## src/design/hjmc_pkg.sv

```systemverilog
// hjmc_pkg: shared types and constants for the hjorth mobility/complexity core
// used by every module of the design; depends on nothing
`timescale 1ns / 1ps

package hjmc_pkg;

	// fixed port field widths
	localparam int IN_W  = 16;
	localparam int RES_W = 32;
	localparam int ST_W  = 2;
	localparam int OUT_W = 72;
	// a quotient at or above 2^QUO_W gives a saturated root
	localparam int QUO_W = 64;

	// operations of the shared arithmetic unit
	localparam logic [1:0] OP_MUL  = 2'd0;
	localparam logic [1:0] OP_SUB  = 2'd1;
	localparam logic [1:0] OP_DIV  = 2'd2;
	localparam logic [1:0] OP_SQRT = 2'd3;

	// result status codes
	localparam logic [ST_W-1:0] STAT_OK    = 2'd0;
	localparam logic [ST_W-1:0] STAT_SHORT = 2'd1;
	localparam logic [ST_W-1:0] STAT_NOCPX = 2'd2;
	localparam logic [ST_W-1:0] STAT_OVF   = 2'd3;

	// command into the arithmetic unit
	typedef struct packed {
		logic       start;
		logic [1:0] op;
	} hjmc_cmd_t;

endpackage

```

## src/design/hjmc_accum.sv

```systemverilog
// hjmc_accum: sample history, count and the six running sums, with a
// two-stage square pipeline; uses hjmc_pkg
`timescale 1ns / 1ps

module hjmc_accum #(
	parameter int SB      = 16,
	parameter int CB      = 17,
	parameter int MAX_LEN = 65536
) (
	input  logic                         clk,
	input  logic                         arst_n,
	input  logic                         take,
	input  logic [hjmc_pkg::IN_W-1:0]    sample,
	input  logic                         clr,
	output logic                         busy,
	output logic [CB-1:0]                n,
	output logic                         ovf,
	output logic signed [SB+CB-1:0]      sum0,
	output logic signed [SB+CB:0]        sum1,
	output logic signed [SB+CB+1:0]      sum2,
	output logic [2*SB+CB-1:0]           sq0,
	output logic [2*SB+CB+1:0]           sq1,
	output logic [2*SB+CB+3:0]           sq2
);
	import hjmc_pkg::*;

	logic signed [SB-1:0]   x;
	logic signed [SB:0]     d1;
	logic signed [SB+1:0]   d2;
	logic                   room;

	logic signed [SB-1:0]   prev_q;
	logic signed [SB-1:0]   prev2_q;
	logic [CB-1:0]          cnt_q;
	logic                   ovf_q;
	logic signed [SB+CB-1:0] sum0_q;
	logic signed [SB+CB:0]   sum1_q;
	logic signed [SB+CB+1:0] sum2_q;
	logic [2*SB+CB-1:0]     sq0_q;
	logic [2*SB+CB+1:0]     sq1_q;
	logic [2*SB+CB+3:0]     sq2_q;

	logic                   vld_s1, en1_s1, en2_s1;
	logic signed [SB-1:0]   x_s1;
	logic signed [SB:0]     d1_s1;
	logic signed [SB+1:0]   d2_s1;
	logic                   vld_s2, en1_s2, en2_s2;
	logic [2*SB-1:0]        q0_s2;
	logic [2*SB+1:0]        q1_s2;
	logic [2*SB+3:0]        q2_s2;
	logic signed [2*SB-1:0] p0;
	logic signed [2*SB+1:0] p1;
	logic signed [2*SB+3:0] p2;

	// low sample bits taken as two's complement
	assign x    = SB'(sample);
	assign d1   = (SB+1)'(x) - (SB+1)'(prev_q);
	assign d2   = (SB+2)'(x) - ((SB+2)'(prev_q) <<< 1) + (SB+2)'(prev2_q);
	assign room = (cnt_q < CB'(MAX_LEN));

	// squares, one multiplier per difference order
	assign p0 = x_s1 * x_s1;
	assign p1 = d1_s1 * d1_s1;
	assign p2 = d2_s1 * d2_s1;

	// history, count, sums and square sums
	always_ff @(posedge clk or negedge arst_n) begin
		if (!arst_n) begin
			prev_q  <= '0;
			prev2_q <= '0;
			cnt_q   <= '0;
			ovf_q   <= 1'b0;
			sum0_q  <= '0;
			sum1_q  <= '0;
			sum2_q  <= '0;
			sq0_q   <= '0;
			sq1_q   <= '0;
			sq2_q   <= '0;
			vld_s1  <= 1'b0;
			vld_s2  <= 1'b0;
		end else if (clr) begin
			prev_q  <= '0;
			prev2_q <= '0;
			cnt_q   <= '0;
			ovf_q   <= 1'b0;
			sum0_q  <= '0;
			sum1_q  <= '0;
			sum2_q  <= '0;
			sq0_q   <= '0;
			sq1_q   <= '0;
			sq2_q   <= '0;
			vld_s1  <= 1'b0;
			vld_s2  <= 1'b0;
		end else begin
			vld_s1 <= take && room;
			vld_s2 <= vld_s1;
			if (take) begin
				if (!room) begin
					ovf_q <= 1'b1;
				end else begin
					sum0_q <= sum0_q + (SB+CB)'(x);
					if (cnt_q >= CB'(1))
						sum1_q <= sum1_q + (SB+CB+1)'(d1);
					if (cnt_q >= CB'(2))
						sum2_q <= sum2_q + (SB+CB+2)'(d2);
					prev2_q <= prev_q;
					prev_q  <= x;
					cnt_q   <= cnt_q + CB'(1);
				end
			end
			if (vld_s2) begin
				sq0_q <= sq0_q + (2*SB+CB)'(q0_s2);
				if (en1_s2)
					sq1_q <= sq1_q + (2*SB+CB+2)'(q1_s2);
				if (en2_s2)
					sq2_q <= sq2_q + (2*SB+CB+4)'(q2_s2);
			end
		end
	end

	// square pipeline payload
	always_ff @(posedge clk) begin
		x_s1   <= x;
		d1_s1  <= d1;
		d2_s1  <= d2;
		en1_s1 <= (cnt_q >= CB'(1));
		en2_s1 <= (cnt_q >= CB'(2));
		q0_s2  <= p0;
		q1_s2  <= p1;
		q2_s2  <= p2;
		en1_s2 <= en1_s1;
		en2_s2 <= en2_s1;
	end

	assign busy = vld_s1 | vld_s2;
	assign n    = cnt_q;
	assign ovf  = ovf_q;
	assign sum0 = sum0_q;
	assign sum1 = sum1_q;
	assign sum2 = sum2_q;
	assign sq0  = sq0_q;
	assign sq1  = sq1_q;
	assign sq2  = sq2_q;

endmodule

```

## config.mk

```make
export PLATFORM = sky130hd
export DESIGN_NAME = hjmc_accum
export DESIGN_NICKNAME = d
export VERILOG_FILES = /design/src/design/hjmc_pkg.sv /design/src/design/hjmc_accum.sv
export SDC_FILE = /design/constraint.sdc
export NUM_CORES = 2
export LEC_CHECK = 0
export CORE_ASPECT_RATIO = 1.25
export CORE_MARGIN = 10
export CORE_UTILIZATION = 62
export CTS_BUF_LIST = sky130_fd_sc_hd__clkbuf_4 sky130_fd_sc_hd__clkbuf_8
export DETAILED_ROUTE_END_ITERATION = 6
export DONT_BUFFER_PORTS = 1
export PLACE_DENSITY = 0.78
export SYNTH_ARGS = -nofsm -noshare
export SYNTH_HDL_FRONTEND = slang
export SYNTH_SLANG_ARGS = --single-unit
export TNS_END_PERCENT = 30
```

## constraint.sdc

```tcl
create_clock -name clk -period 16.9 [get_ports clk]
set_input_delay 0.845 -clock clk [delete_from_list [all_inputs] [get_ports clk]]
set_output_delay 0.845 -clock clk [all_outputs]
set_load 0.05 [all_outputs]
```

Word-level counts from Yosys, hierarchy flattened
Index checks and enable logic that the tools add are counted.
Operators by class
  reduce and logical (&&, ||, !) cells: 14
  eq/ne operators: 1
  muxes and demuxes: 33
  magnitude comparators: 3
  $add $sub $neg: 10
  bitwise logic cells: 1
  $mul: 3
Operators with widths (number)
  53-bit two-way mux: 3
  51-bit two-way mux: 3
  35-bit two-way mux: 4
  34-bit two-way mux: 4
  33-bit two-way mux: 3
  49-bit two-way mux: 2
  16-bit two-way mux: 6
  53-bit by 36-bit adder with 53-bit output: 1
  51-bit by 34-bit adder with 51-bit output: 1
  17-bit two-way mux: 3
  49-bit by 32-bit adder with 49-bit output: 1
  18-bit by 18-bit multiplier with 36-bit output: 1
  35-bit by 18-bit adder with 35-bit output: 1
  34-bit by 17-bit adder with 34-bit output: 1
  17-bit by 17-bit multiplier with 34-bit output: 1
  33-bit by 16-bit adder with 33-bit output: 1
  16-bit by 16-bit multiplier with 32-bit output: 1
  18-bit by 16-bit adder with 18-bit output: 1
  16-bit by 17-bit subtractor with 18-bit output: 1
  17-bit by 1-bit adder with 17-bit output, second input constant: 1
  17-bit by 1-bit greater-or-equal comparator with 1-bit output, second input constant: 1
  17-bit by 2-bit greater-or-equal comparator with 1-bit output, second input constant: 1
  17-bit less-than comparator, second input constant: 1
  16-bit by 16-bit subtractor with 17-bit output: 1
  7 further kinds: 21
Storage, ports and cells
  output and inout port bits: 274
  bits of input ports: 20
  bits in registers: 464
  logic and storage cells: 87

Depth between registers and ports, before layout
  depth after elaboration: 7
  mapped depth: 27
  gate-level depth less buffers: 25

Worst setup path after synthesis
No wires, ideal clock.
  kind: register to register
  from: register d2_s1[8]
  to: register q2_s2[34]
  stages on the path, launching flop included: 24
  setup time: 79 ps
  arrival: 6456 ps
  clock period less this slack: 6535 ps
  slack: 10365 ps
  path buffers: 2
  data required time: 16821 ps
  cell sequence: dfxtp_1 -> clkbuf_1 -> buf_1 -> nand2_1 -> fa_1 -> inv_1 -> fa_1 -> fa_1 -> fa_1 -> fa_1 -> inv_1 -> fa_1 -> inv_1 -> ha_1 -> and3_1 -> nand2_1 -> nor4_1 -> nand3_1 -> and4b_1 -> o311a_1 -> nor3_1 -> a41oi_1 -> or3b_2 -> o211ai_1
On the way
  word-level cells in the longest chain between the ends: 1
RTL lines
  from (decl): RTL line hjmc_accum.sv:46  | logic signed [SB+1:0] d2_s1;
  from (signal assigned): RTL line hjmc_accum.sv:125  | d2_s1 <= d2;
  18-bit by 18-bit multiplier with 36-bit output: RTL line hjmc_accum.sv:64  | assign p2 = d2_s1 * d2_s1;
  via p2[34]: RTL line hjmc_accum.sv:53  | logic signed [2*SB+3:0] p2;
  to (signal assigned): RTL line hjmc_accum.sv:130  | q2_s2 <= p2;
  to (decl): RTL line hjmc_accum.sv:50  | logic [2*SB+3:0] q2_s2;
The timed path passes the listed nets, and every way through them passes these cells.
A chain may end at the register's enable or synchronous reset.

Final worst setup path
  from: register d2_s1[9]
  to: register q2_s2[34]
Same word-level chain as after synthesis.

==> results.ini <==
[floorplanning]
num_rows = 124
pin_count = 294
die_w_um = 291
die_y_um = 359
initial_core_util_pct = 62.4
core_region_area_um2 = 91200
die-area_um2 = 104000

[routing]
first_pass_iters = 5
vias_per_cell = 5.71
routedWlPerCell_um = 18.8
routed_wl_mm = 141
ant_nets = 0
drt_iter0_markers = 2372
drc_errors = 0
vias = 42800

[sta]
tightest_slew_ns = 1.11
finalCritPeriodShare_pct = 43.7
finalSetupViolCount = 0
relSlewSlack_pct = 26.1
final.setup.tns_ns = 0
layout_setup_ws_ns = 9.51
rsz0062_at_grt = false
clock.fmax_mhz = 135
slew_viol_final = 0
finClkSkew_ns = 0.0738
hold_violations = 0
fin_crit_ns = 7.39

[place]
dpl.hpwl_mm = 112
place_ws_ns = 9.60
port_buffers = 0
gp_congestion = 0.923

[final_layout]
areaGrowthSynthToFinish_pct = 5.35
regArea_um2 = 10800
drive_gt1_share_pct = 3.94
fillerInstances = 7452
nets = 7590
multiInputGateArea_um2 = 40800

[min_path]
holdPathEnd = x_s1[0]
worstHoldStart = sample[0]
hp-class = in -> reg
whs_path_depth = 0

[clock_network]
clock_latency_ns = 0.73
cts_num_sinks = 461
htreeDepth = 3
postCtsResizedCells = 0
cts_max_path_buffers = 3
cts_buffers = 82
clk_pin_slew_ns = 0.06
cts_tree = built
clockRootBuffer = clkbuf_8

[critical_path]
cpMaxStageDelayCell = dfxtp_1
regToRegSetupSlack_ns = 9.51
endpoint_kind = register
crit_arrival_ns = 8.04
r2r_cells = 23
cpMostUsedCell = fa_1
slowest_delay_ns = 0.70
crit_chain = inv_1 > nor2_1 > fa_1 > fa_1 > inv_1 > fa_1 > fa_1 > inv_1 > fa_1 > inv_1 > fa_1 > inv_1 > ha_1 > and3_1 > a221o_1 > a21o_1 > a221oi_1 > and4b_1 > o311a_1 > nor3_1 > a41oi_1 > or3b_2 > o211ai_1
rr_startpoint = d2_s1[9]
path_max_fanout = 15
cp.required_ns = 17.55
critPathKind = reg -> reg
worst_setup_path_start_kind = register
timing.rr.end = q2_s2[34]
cp-startpoint = d2_s1[9]

[global_route]
grt_max_degree = 308
antenna_found_initial = 2
grt_pass1_vias = 44900
grt_use_total_pct = 27.1
overflow = 0
grt_pass1_wl_mm = 229

[logic_synthesis]
synthArstFlopShare_pct = 66.6
synth.largest_area_cell = fa_1
synth_area_um2 = 56900
ys_ff_latch = 461
synth_nets = 7648
postSynthCellCount = 6287
ys_warn_count = 0
syn_avg_cell_area_um2 = 9.05
ys_types = 84
synth_top_area_share_pct = 28.5
synth_area_leaders = fa_1, dfrtp_1, ha_1, inv_1, dfxtp_1
ys_seq_area_share_pct = 18.9
ys.flop_type = dfrtp_1
synth_edf_count = 0

[run]
max_cap_viol_count = 0

[status]
status = completed

metal layers:
layer / track usage [%] / vias up / part of all wire, %
li1: - / 19900 / -
met4: 13.1 / 2 / 5.1
met5: 0 / - / 0.0092
met1: 30.5 / 21300 / 37
met2: 47.8 / 1227 / 50
met3: 6.85 / 392 / 7.3
state kept, by name (all words and copies together), names as in the netlist, 16 cells and up:
name / count
q0_s2: 31
sum1: 34
sum2: 35
q1_s2: 33
x_s1: 16
sum0: 33
sq1: 51
n: 17
sq2: 53
prev_q: 16
q2_s2: 35
prev2_q: 16
d1_s1: 17
d2_s1: 18
sq0: 49
critical path, delay by kind of cell (launching register included):
| kind | cells | cell delay, ns |
|---|---|---|
| DFF | 1 | 0.70 |
| and+or+nand+nor | 5 | 1.65 |
| buffers and inverters | 5 | 0.45 |
| adders and majority gates | 7 | 3.36 |
| AOI/OAI and AO/OA | 6 | 1.13 |
worst max path at each step:
stage	endpoint	slack [ns]
3_3_place_gp	q2_s2[34]	9.71
5_1_grt	q2_s2[34]	9.18
6_report	q2_s2[34]	9.51
2_1_floorplan	q2_s2[34]	10.36
4_1_cts	q2_s2[34]	9.58
3_5_place_dp	q2_s2[34]	9.60
through the flow:
stage | std cells | hold WS [ns] | util (%) | cell area, µm²
6_report | 7497 | 0.156 | 65.7 | 59900
5_1_grt | 7496 | 0.113 | 65.7 | 59900
4_1_cts | 7492 | 0.0858 | 65.6 | 59900
3_5_place_dp | 7338 | 0.314 | 63.5 | 57900
3_3_place_gp | 7338 | 0.310 | 63.5 | 57900
2_1_floorplan | 6287 | 0.310 | - | 56900
synth_stat cells (49+ instances only):
cell type,n
a21o_1,160
a21oi_1,299
and2_1,149
and3_1,60
clkbuf_1,142
dfrtp_1,307
dfxtp_1,154
fa_1,811
ha_1,530
inv_1,1275
nand2_1,642
nand2b_1,49
nand3_1,82
nor2_1,311
nor2b_1,69
o21ai_0,274
xnor2_1,246
xor2_1,105
cell type report:
class / count / area share [%]
repair buffers: 21 / 0.367
inverters: 1276 / 7.99
well taps: 1197 / 2.50
diodes: 2 / 0.00835
flip-flops and latches: 461 / 18.0
clock inverters: 23 / 0.503
clock buffers: 130 / 2.66
multi-input cells: 4387 / 68.0
cell usage in the layout (no fill, tap or decap), types with 12 or more instances in the layout:
cell type / synthesis / final
inv_1: 1275 / 1275
fa_1: 811 / 811
nand2_1: 642 / 642
ha_1: 530 / 530
nor2_1: 311 / 309
dfrtp_1: 307 / 306
a21oi_1: 299 / 297
o21ai_0: 274 / 274
xnor2_1: 246 / 245
a21o_1: 160 / 160
dfxtp_1: 154 / 154
and2_1: 149 / 149
xor2_1: 105 / 105
clkbuf_8: 0 / 99
nand3_1: 82 / 82
nor2b_1: 69 / 68
and3_1: 60 / 60
nand2b_1: 49 / 48
o21a_1: 43 / 43
nor3_1: 42 / 42
a211oi_1: 41 / 41
a31oi_1: 41 / 41
nand4_1: 39 / 39
mux2i_1: 35 / 35
o21bai_1: 34 / 34
or3_1: 32 / 32
clkbuf_4: 0 / 31
o31ai_1: 24 / 24
o211ai_1: 21 / 21
mux2_2: 20 / 20
nor4_1: 17 / 17
a31o_2: 17 / 17
buf_4: 0 / 17
or2_2: 15 / 15
a22o_1: 15 / 15
a21boi_0: 12 / 12
cell families (layout without fill, tap and decap cells):
logic type	after synthesis	in the layout	share of synthesized area [%]
buf+inv	1439	1450	9.51
other cells	0	2	0
flops	461	461	18.9
simple gates	1561	1561	12.9
compound gates	1079	1079	12.0
mux	55	55	1.01
xor+xnor	351	351	5.40
fa+ha+maj	1341	1341	40.2
timing repair:
item                      CTS  global route
setup buffers               0             0
hold endpoints to repair  307            19
hold buffers                1             1
Power is not shown: default switching activity piles up to over one toggle a cycle in this logic, so the estimate is an artifact.
